`src/rtl/assert_macros.svh`:
```
// Assertion macros shared by the positional list engine RTL files.
`ifndef ASSERT_MACROS_SVH
`define ASSERT_MACROS_SVH

`ifndef NO_ASSERTIONS

`define ASSERT_ALWAYS(lbl, clk, rstn, expr) \
	lbl: assert property (@(posedge clk) disable iff (!rstn) (expr)) \
		else $error("assertion failed: invariant violated");

`define ASSERT_IMPLIES(lbl, clk, rstn, ante, cons) \
	lbl: assert property (@(posedge clk) disable iff (!rstn) (ante) |-> (cons)) \
		else $error("assertion failed: same-cycle implication violated");

`define ASSERT_NEXT(lbl, clk, rstn, ante, cons) \
	lbl: assert property (@(posedge clk) disable iff (!rstn) (ante) |=> (cons)) \
		else $error("assertion failed: next-cycle implication violated");

`else

`define ASSERT_ALWAYS(lbl, clk, rstn, expr)
`define ASSERT_IMPLIES(lbl, clk, rstn, ante, cons)
`define ASSERT_NEXT(lbl, clk, rstn, ante, cons)

`endif

`endif

```
`src/rtl/plist_pkg.sv`:
```
// Package with the sizes, codes and interface types of the positional list engine.
`default_nettype none

package plist_pkg;

	localparam int CAPACITY   = 16;
	localparam int DATA_WIDTH = 32;

	localparam int CMD_W   = 3;
	localparam int VAL_W   = 32;
	localparam int POS_W   = 5;
	localparam int STAT_W  = 2;
	localparam int COUNT_W = 5;
	localparam int ELEM_W  = 32;
	localparam int OUT_USER_W = STAT_W + 1;

	localparam int IN_TDATA_W  = ((VAL_W + POS_W + 7) / 8) * 8;
	localparam int OUT_TDATA_W = ((COUNT_W + ELEM_W + 7) / 8) * 8;

	localparam int CNT_W = $clog2(CAPACITY + 1);
	localparam int IDX_W = $clog2(CAPACITY);
	localparam int CMP_W = ((CNT_W > POS_W) ? CNT_W : POS_W) + 1;

	typedef enum logic [CMD_W-1:0] {
		CMD_INS_FIRST = 3'd0,
		CMD_INS_LAST  = 3'd1,
		CMD_INS_AT    = 3'd2,
		CMD_DEL_FIRST = 3'd3,
		CMD_DEL_LAST  = 3'd4,
		CMD_DEL_AT    = 3'd5,
		CMD_READOUT   = 3'd6
	} cmd_code_t;

	typedef enum logic [STAT_W-1:0] {
		STAT_DONE    = 2'd0,
		STAT_IGNORED = 2'd1,
		STAT_FULL    = 2'd2
	} stat_code_t;

	typedef struct packed {
		logic take;
		logic step;
	} plist_cmd_t;

	typedef struct packed {
		logic out_free;
		logic rd_more;
		logic rd_last;
	} plist_sts_t;

endpackage

`default_nettype wire

```
`src/rtl/plist_ctrl.sv`:
```
// Controller state machine of the positional list engine.
`default_nettype none
`include "assert_macros.svh"

module plist_ctrl (
	input  wire                    clk,
	input  wire                    arst_n,
	input  wire                    in_valid,
	input  plist_pkg::plist_sts_t  sts,
	output logic                   in_ready,
	output plist_pkg::plist_cmd_t  cmd
);
	import plist_pkg::*;

	typedef enum logic [1:0] {
		ST_IDLE = 2'b01,
		ST_READ = 2'b10
	} state_t;

	state_t state_q;
	state_t state_d;

	always_comb begin
		state_d  = state_q;
		in_ready = 1'b0;
		cmd      = '0;
		unique case (state_q)
			ST_IDLE: begin
				in_ready = sts.out_free;
				cmd.take = in_valid && sts.out_free;
				if (cmd.take && sts.rd_more) begin
					state_d = ST_READ;
				end
			end
			ST_READ: begin
				cmd.step = sts.out_free;
				if (sts.out_free && sts.rd_last) begin
					state_d = ST_IDLE;
				end
			end
			default: begin
				state_d = ST_IDLE;
			end
		endcase
	end

	always_ff @(posedge clk or negedge arst_n) begin
		if (!arst_n) begin
			state_q <= ST_IDLE;
		end else begin
			state_q <= state_d;
		end
	end

	`ASSERT_ALWAYS(a_take_step_excl, clk, arst_n, !(cmd.take && cmd.step))
	`ASSERT_IMPLIES(a_read_blocks_in, clk, arst_n, state_q == ST_READ, !in_ready)
	`ASSERT_NEXT(a_step_to_read, clk, arst_n, cmd.take && sts.rd_more, state_q == ST_READ)

endmodule

`default_nettype wire

```
`src/rtl/plist_dp.sv`:
```
// Datapath of the positional list engine: shifting cells, count and result register.
`default_nettype none
`include "assert_macros.svh"

module plist_dp (
	input  wire                                 clk,
	input  wire                                 arst_n,
	input  plist_pkg::plist_cmd_t               cmd,
	output plist_pkg::plist_sts_t               sts,
	input  wire [plist_pkg::IN_TDATA_W-1:0]     in_tdata,
	input  wire [plist_pkg::CMD_W-1:0]          in_tuser,
	output logic                                out_valid,
	input  wire                                 out_ready,
	output logic [plist_pkg::OUT_TDATA_W-1:0]   out_tdata,
	output logic [plist_pkg::OUT_USER_W-1:0]    out_tuser,
	output logic                                out_tlast
);
	import plist_pkg::*;

	localparam int PAD_W = OUT_TDATA_W - COUNT_W - ELEM_W;

	logic [DATA_WIDTH-1:0] entries_q [CAPACITY];
	logic [DATA_WIDTH-1:0] entries_d [CAPACITY];
	logic [CNT_W-1:0]      held_q;
	logic [CNT_W-1:0]      held_d;
	logic [IDX_W-1:0]      rd_idx_q;
	logic                  out_valid_q;
	stat_code_t            status_q;
	logic [COUNT_W-1:0]    count_q;
	logic [ELEM_W-1:0]     element_q;
	logic                  has_q;
	logic                  last_q;

	cmd_code_t             code;
	logic [POS_W-1:0]      pos;
	logic [DATA_WIDTH-1:0] val;
	logic [CMP_W-1:0]      pos_x;
	logic [CMP_W-1:0]      held_x;
	logic [CMP_W-1:0]      ins_idx;
	logic [CMP_W-1:0]      del_idx;
	logic                  is_ins;
	logic                  is_del;
	logic                  is_rd;
	logic                  pos_ok;
	logic                  full;
	stat_code_t            stat_d;

	always_comb begin
		code    = cmd_code_t'(in_tuser);
		pos     = in_tdata[VAL_W +: POS_W];
		val     = DATA_WIDTH'(in_tdata[VAL_W-1:0]);
		pos_x   = CMP_W'(pos);
		held_x  = CMP_W'(held_q);
		is_ins  = 1'b0;
		is_del  = 1'b0;
		is_rd   = 1'b0;
		pos_ok  = 1'b0;
		ins_idx = '0;
		del_idx = '0;
		unique case (code)
			CMD_INS_FIRST: begin
				is_ins = 1'b1;
				pos_ok = 1'b1;
			end
			CMD_INS_LAST: begin
				is_ins  = 1'b1;
				pos_ok  = 1'b1;
				ins_idx = held_x;
			end
			CMD_INS_AT: begin
				is_ins  = 1'b1;
				pos_ok  = (pos_x != '0) && (pos_x <= held_x + CMP_W'(1));
				ins_idx = pos_x - CMP_W'(1);
			end
			CMD_DEL_FIRST: begin
				is_del = 1'b1;
				pos_ok = (held_x != '0);
			end
			CMD_DEL_LAST: begin
				is_del  = 1'b1;
				pos_ok  = (held_x != '0);
				del_idx = held_x - CMP_W'(1);
			end
			CMD_DEL_AT: begin
				is_del  = 1'b1;
				pos_ok  = (pos_x != '0) && (pos_x <= held_x);
				del_idx = pos_x - CMP_W'(1);
			end
			CMD_READOUT: begin
				is_rd = 1'b1;
			end
			default: begin
			end
		endcase
	end

	always_comb begin
		full      = (held_q == CNT_W'(CAPACITY));
		stat_d    = STAT_IGNORED;
		held_d    = held_q;
		entries_d = entries_q;
		if (is_rd) begin
			stat_d = STAT_DONE;
		end else if (is_ins && pos_ok) begin
			if (full) begin
				stat_d = STAT_FULL;
			end else begin
				stat_d = STAT_DONE;
				held_d = held_q + CNT_W'(1);
				for (int i = 0; i < CAPACITY; i++) begin
					if (CMP_W'(i) == ins_idx) begin
						entries_d[i] = val;
					end else if (i > 0 && CMP_W'(i) > ins_idx) begin
						entries_d[i] = entries_q[(i > 0) ? i - 1 : 0];
					end
				end
			end
		end else if (is_del && pos_ok) begin
			stat_d = STAT_DONE;
			held_d = held_q - CNT_W'(1);
			for (int i = 0; i < CAPACITY - 1; i++) begin
				if (CMP_W'(i) >= del_idx) begin
					entries_d[i] = entries_q[i + 1];
				end
			end
		end
	end

	always_comb begin
		sts.out_free = !out_valid_q || out_ready;
		sts.rd_more  = is_rd && (held_q > CNT_W'(1));
		sts.rd_last  = (CNT_W'(rd_idx_q) + CNT_W'(1) == held_q);
	end

	always_ff @(posedge clk) begin
		if (cmd.take) begin
			entries_q <= entries_d;
		end
	end

	always_ff @(posedge clk or negedge arst_n) begin
		if (!arst_n) begin
			held_q      <= '0;
			rd_idx_q    <= '0;
			out_valid_q <= 1'b0;
		end else begin
			if (cmd.take) begin
				held_q   <= held_d;
				rd_idx_q <= IDX_W'(1);
			end else if (cmd.step) begin
				rd_idx_q <= rd_idx_q + IDX_W'(1);
			end
			if (cmd.take || cmd.step) begin
				out_valid_q <= 1'b1;
			end else if (out_ready) begin
				out_valid_q <= 1'b0;
			end
		end
	end

	always_ff @(posedge clk) begin
		if (cmd.take) begin
			status_q <= stat_d;
			count_q  <= COUNT_W'(held_d);
			if (is_rd && held_q != '0) begin
				element_q <= ELEM_W'(entries_q[0]);
				has_q     <= 1'b1;
				last_q    <= (held_q == CNT_W'(1));
			end else begin
				element_q <= '0;
				has_q     <= 1'b0;
				last_q    <= 1'b1;
			end
		end else if (cmd.step) begin
			status_q  <= STAT_DONE;
			count_q   <= COUNT_W'(held_q);
			element_q <= ELEM_W'(entries_q[rd_idx_q]);
			has_q     <= 1'b1;
			last_q    <= sts.rd_last;
		end
	end

	assign out_valid = out_valid_q;
	assign out_tdata = {{PAD_W{1'b0}}, element_q, count_q};
	assign out_tuser = {has_q, status_q};
	assign out_tlast = last_q;

	`ASSERT_ALWAYS(a_held_bound, clk, arst_n, held_q <= CNT_W'(CAPACITY))
	`ASSERT_NEXT(a_held_only_on_take, clk, arst_n, !cmd.take, $stable(held_q))
	`ASSERT_IMPLIES(a_step_in_list, clk, arst_n, cmd.step, CNT_W'(rd_idx_q) < held_q)

endmodule

`default_nettype wire

```
`src/rtl/positional_list_engine.sv`:
```
// Top level of the positional list engine: a bounded ordered list driven by commands.
//
// Commands enter on the s_axis channel: tuser carries the command code, tdata the
// value to insert and the one-based position. Results leave on the m_axis channel:
// tdata carries the count after the command and the element, tuser the status and
// the has-element flag, and tlast marks the final result of a command.
// Every result sits in an output register; the first result of a command appears
// in the cycle after the command is accepted. Insert, delete and unknown commands
// give one result each; the block takes one such command per cycle while the receiver
// keeps up. A read-out of n elements gives n results (one result for an empty list);
// the element index counter steps once per cycle while the receiver keeps up, and no
// new command is taken until the last element is loaded into the output register.
// Reset empties the list and drops any pending result. When the receiver stalls,
// the output register holds its result and s_axis_tready falls until it is taken.
`default_nettype none

module positional_list_engine (
	input  wire                                 clk,
	input  wire                                 arst_n,
	input  wire                                 s_axis_tvalid,
	output logic                                s_axis_tready,
	// Fields from bit 0: value, position, zero padding.
	input  wire [plist_pkg::IN_TDATA_W-1:0]     s_axis_tdata,
	// Fields from bit 0: command.
	input  wire [plist_pkg::CMD_W-1:0]          s_axis_tuser,
	output logic                                m_axis_tvalid,
	input  wire                                 m_axis_tready,
	// Fields from bit 0: count, element, zero padding.
	output logic [plist_pkg::OUT_TDATA_W-1:0]   m_axis_tdata,
	// Fields from bit 0: status, has_element.
	output logic [plist_pkg::OUT_USER_W-1:0]    m_axis_tuser,
	output logic                                m_axis_tlast
);
	import plist_pkg::*;

	plist_cmd_t cmd;
	plist_sts_t sts;

	plist_ctrl u_ctrl (
		.clk      (clk),
		.arst_n   (arst_n),
		.in_valid (s_axis_tvalid),
		.sts      (sts),
		.in_ready (s_axis_tready),
		.cmd      (cmd)
	);

	plist_dp u_dp (
		.clk       (clk),
		.arst_n    (arst_n),
		.cmd       (cmd),
		.sts       (sts),
		.in_tdata  (s_axis_tdata),
		.in_tuser  (s_axis_tuser),
		.out_valid (m_axis_tvalid),
		.out_ready (m_axis_tready),
		.out_tdata (m_axis_tdata),
		.out_tuser (m_axis_tuser),
		.out_tlast (m_axis_tlast)
	);

endmodule

`default_nettype wire

```
`config.mk`:
```
export PLATFORM = sky130hd
export DESIGN_NAME = positional_list_engine
export DESIGN_NICKNAME = d
export VERILOG_FILES = /design/src/rtl/plist_pkg.sv /design/src/rtl/plist_ctrl.sv /design/src/rtl/plist_dp.sv /design/src/rtl/positional_list_engine.sv
export VERILOG_INCLUDE_DIRS = /design/src /design/src/rtl
export SDC_FILE = /design/constraint.sdc
export NUM_CORES = 1
export LEC_CHECK = 0
export BUFFER_PORTS_ARGS = -buffer_cell sky130_fd_sc_hd__buf_4
export CAP_MARGIN = 10
export CELL_PAD_IN_SITES_DETAIL_PLACEMENT = 0
export CELL_PAD_IN_SITES_GLOBAL_PLACEMENT = 1
export CORE_MARGIN = 2
export CORE_UTILIZATION = 50
export CTS_CLUSTER_DIAMETER = 50
export DETAILED_ROUTE_END_ITERATION = 10
export PLACE_DENSITY_LB_ADDON = 0.1
export SYNTH_ARGS = -nofsm -noshare
export SYNTH_HDL_FRONTEND = slang
export SYNTH_SLANG_ARGS = --single-unit
```
`constraint.sdc`:
```
create_clock -name clk -period 6 [get_ports clk]
set_input_delay 1.2 -clock clk [delete_from_list [all_inputs] [get_ports clk]]
set_output_delay 1.2 -clock clk [all_outputs]
set_load 0.02 [all_outputs]
```
==> reports/metrics.yaml <==
sta:
  max_freq_mhz: 216.4
  period_share_pct: 77.01
  drv_slew: 0
  fin_crit_ns: 4.621
  setup_violations: 0
  setup_tns_ns: 0
  worst_pin_slew_ns: 1.223
  grt_setup_unrepaired: "no"
  timing.slew.headroom_pct: 17.44
  hold_violations: 0
  postLayoutSetupSlackWorst_ns: 1.379
  fin_worst_skew_ns: 0.02951
setup_path:
  crit_path_end_kind: "flip-flop"
  cp_max_fo: 25
  worstPathArrival_ns: 4.86
  rr_worst_depth: 10
  crit_slowest_cell: "dfrtp_1"
  worstPathCellList: "inv_1 > ha_1 > nor4b_4 > nor3b_1 > or3_1 > a211oi_4 > buf_4 > nor2_1 > a211oi_4 > buf_4"
  crit_family: "simple AND/OR/NAND/NOR gates"
  max_stage_delay_ns: 0.55
  critPathBufInv: 3
  crit_required_ns: 6.24
  critical_path_class: "reg -> reg"
  r2r_end: "u_dp.entries_q[307]"
  r2r-start: "u_dp.held_q[0]"
  start_kind: "flip-flop"
  reg2reg_slack_ns: 1.38
cells_and_area:
  final_cell_mix: "edfxtp_1 (553), mux2i_1 (449), o2bb2ai_1 (438)"
  finish.utilization_pct: 56.04
  final_nets: 2376
  final_common_cell: "edfxtp_1"
  area_growth_pct: 11.40
  final_cells: 3247
  design_area_mm2: 0.03743
  register_area_mm2: 0.01692
  n_fill_cell: 5434
  final_layout_size_suffix_gt1_share_pct: 22.08
  multiInputGateArea_mm2: 0.01552
synthesis:
  yosysSeqAreaShare_pct: 50.32
  synth_ff_type: "edfxtp_1"
  synth_cells: 2355
  ys_warn_count: 0
  synthDistinctLibCells: 84
  ys_seq_elements: 565
  synthesis.area_mm2: 0.03360
  ys_top_cells_by_area: "edfxtp_1 (49%), mux2i_1 (13%), o2bb2ai_1 (11%), mux4_2 (11%), buf_2 (1.8%)"
  synth_top_area_cell: "edfxtp_1"
  ys_async_sr_fraction_pct: 2.124
  synth-edff-count: 553
  synth_area_per_cell_um2: 14.27
  synth_top_area_share_pct: 49.42
floorplanning:
  core_mm2: 0.06680
  die_w_um: 263.2
  std_cell_rows: 95
  initial_core_util_pct: 50.30
  die_y_um: 263.2
  io_pins: 93
  die-area_mm2: 0.06930
grt:
  antenna_found_initial: 5
  grt_max_degree: 157
  overflow: 0
  grt_pass1_wl_um: 153700
  grt_usage_pct: 29.58
  grt_pass1_vias: 22870
routing:
  wire_per_inst_um: 31.81
  firstDrtPassIters: 6
  drc: 0
  routed_wl_um: 103300
  ant_nets: 0
  initialDrtViolationCount: 2701
  viasPerCell: 7.002
  dr_total_vias: 22740
status:
  status: "finished clean"
placement:
  port-buffer-count: 86
  placedCellCount: 3110
  dp_slack_ns: 1.131
  placed_area_mm2: 0.03498
  dp_hpwl_um: 54560
  finalWeightedCongestion: 0.8217
cts:
  cts_tree: "done"
  clk_latency_ns: 0.63
  numClockSinks: 565
  clk_path_buf_depth: 3
  cts_buffers: 75
  post_cts_resized: 0
  htreeDepth: 3
  cts_root_buf: "clkbuf_16"
  clk_pin_slew_ns: 0.06
  cts_hold_buf: 0
  cts_setup_buffers: 0
power:
  power_leakage_nw: 12.58
  peakVddDrop_mv: 0.2320
  p_per_area_mw_per_mm2: 333.3
flow_run:
  drv_cap: 0
hold_path:
  min_path_type: "in -> async"
layout make-up:
cell class | instances | share of cell area [%]
flip-flops and latches | 565 | 45.20
multi-input cells | 1511 | 41.47
clock buffers | 93 | 5.421
repair buffers | 148 | 3.737
well taps | 873 | 2.918
clock inverters | 43 | 1.116
inverters | 13 | 0.1304
diodes | 1 | 0.006685
kinds of logic (layout without fill, tap and decap cells):
| group | after synthesis | count (layout) | synth area share (%) |
|---|---|---|---|
| AO/OA/AOI/OAI | 648 | 648 | 16.00 |
| XOR/XNOR | 13 | 13 | 0.3388 |
| adder cells (fa/ha/maj) | 15 | 15 | 0.5585 |
| buffers and inverters | 281 | 297 | 4.308 |
| flip-flops | 565 | 565 | 50.32 |
| multiplexers | 643 | 643 | 25.24 |
| other | 1 | 4 | 0.01116 |
| AND/OR/NAND/NOR | 189 | 189 | 3.232 |
synth_stat cells, types with 8 or more instances:
cell       instances
nor3_1            11
inv_1             11
buf_4             17
o2bb2ai_1        438
buf_6             22
buf_2            121
edfxtp_1         553
ha_1              15
mux2i_1          449
nand2_1           61
nand3_1           18
mux2_2            34
nor2_1            25
a21oi_1           23
clkbuf_1          94
dfrtp_1           11
mux4_2           160
o211ai_1           8
o2bb2ai_2         10
nand2b_1          11
a22o_1            35
buf_1             12
o21ai_0           80
flip-flops by register name, summed over array words and instances (netlist names):
signal,cells
u_ctrl.state_q,2
u_dp.count_q,5
u_dp.element_q,32
u_dp.entries_q,512
u_dp.has_q,1
u_dp.held_q,5
u_dp.out_tlast,1
u_dp.out_valid,1
u_dp.rd_idx_q,4
u_dp.status_q,2
worst reg2reg max path: stages (launching register included):
cell      delay [ns]
dfrtp_1         0.55
inv_1           0.20
ha_1            0.46
nor4b_4         0.48
nor3b_1         0.12
or3_1           0.54
a211oi_4        0.40
buf_4           0.50
nor2_1          0.23
a211oi_4        0.29
buf_4           0.46
routing by layer:
| layer | wire (µm) | vias up | GRT usage, % |
|---|---|---|---|
| met2 | 49560 | 1086 | 47.83 |
| met4 | 2758 | 8 | 8.942 |
| li1 | - | 9693 | - |
| met1 | 42460 | 11760 | 40.88 |
| met5 | 61 | - | 0 |
| met3 | 8437 | 191 | 5.369 |
report_power, final:
group,internal [mW],total (mW),switching [mW]
registers,4.99,5.33,0.344
clock network,2.68,4.49,1.81
logic,1.03,2.65,1.62
how the worst max path moves through the flow:
| stage | start | end | depth (start not counted) |
|---|---|---|---|
| floorplan | s_axis_tdata[32] | u_dp.entries_q[192] | 9 |
| global placement | s_axis_tdata[32] | u_dp.entries_q[498] | 11 |
| detailed placement | s_axis_tdata[32] | u_dp.entries_q[497] | 11 |
| CTS | u_dp.held_q[0] | u_dp.entries_q[303] | 10 |
| global route | u_dp.held_q[0] | u_dp.entries_q[466] | 10 |
| finish | u_dp.held_q[0] | u_dp.entries_q[307] | 10 |
per-stage QoR:
| stage | total power [mW] | hold WS (ns) |
|---|---|---|
| 2_1_floorplan | 7.120 | 0.5227 |
| 3_3_place_gp | 7.954 | 0.5340 |
| 3_5_place_dp | 8.029 | 0.5435 |
| 4_1_cts | 12.51 | 0.4091 |
| 5_1_grt | 12.94 | 0.4302 |
| 6_report | 12.48 | 0.4295 |
(Power assumes the default switching activity.)
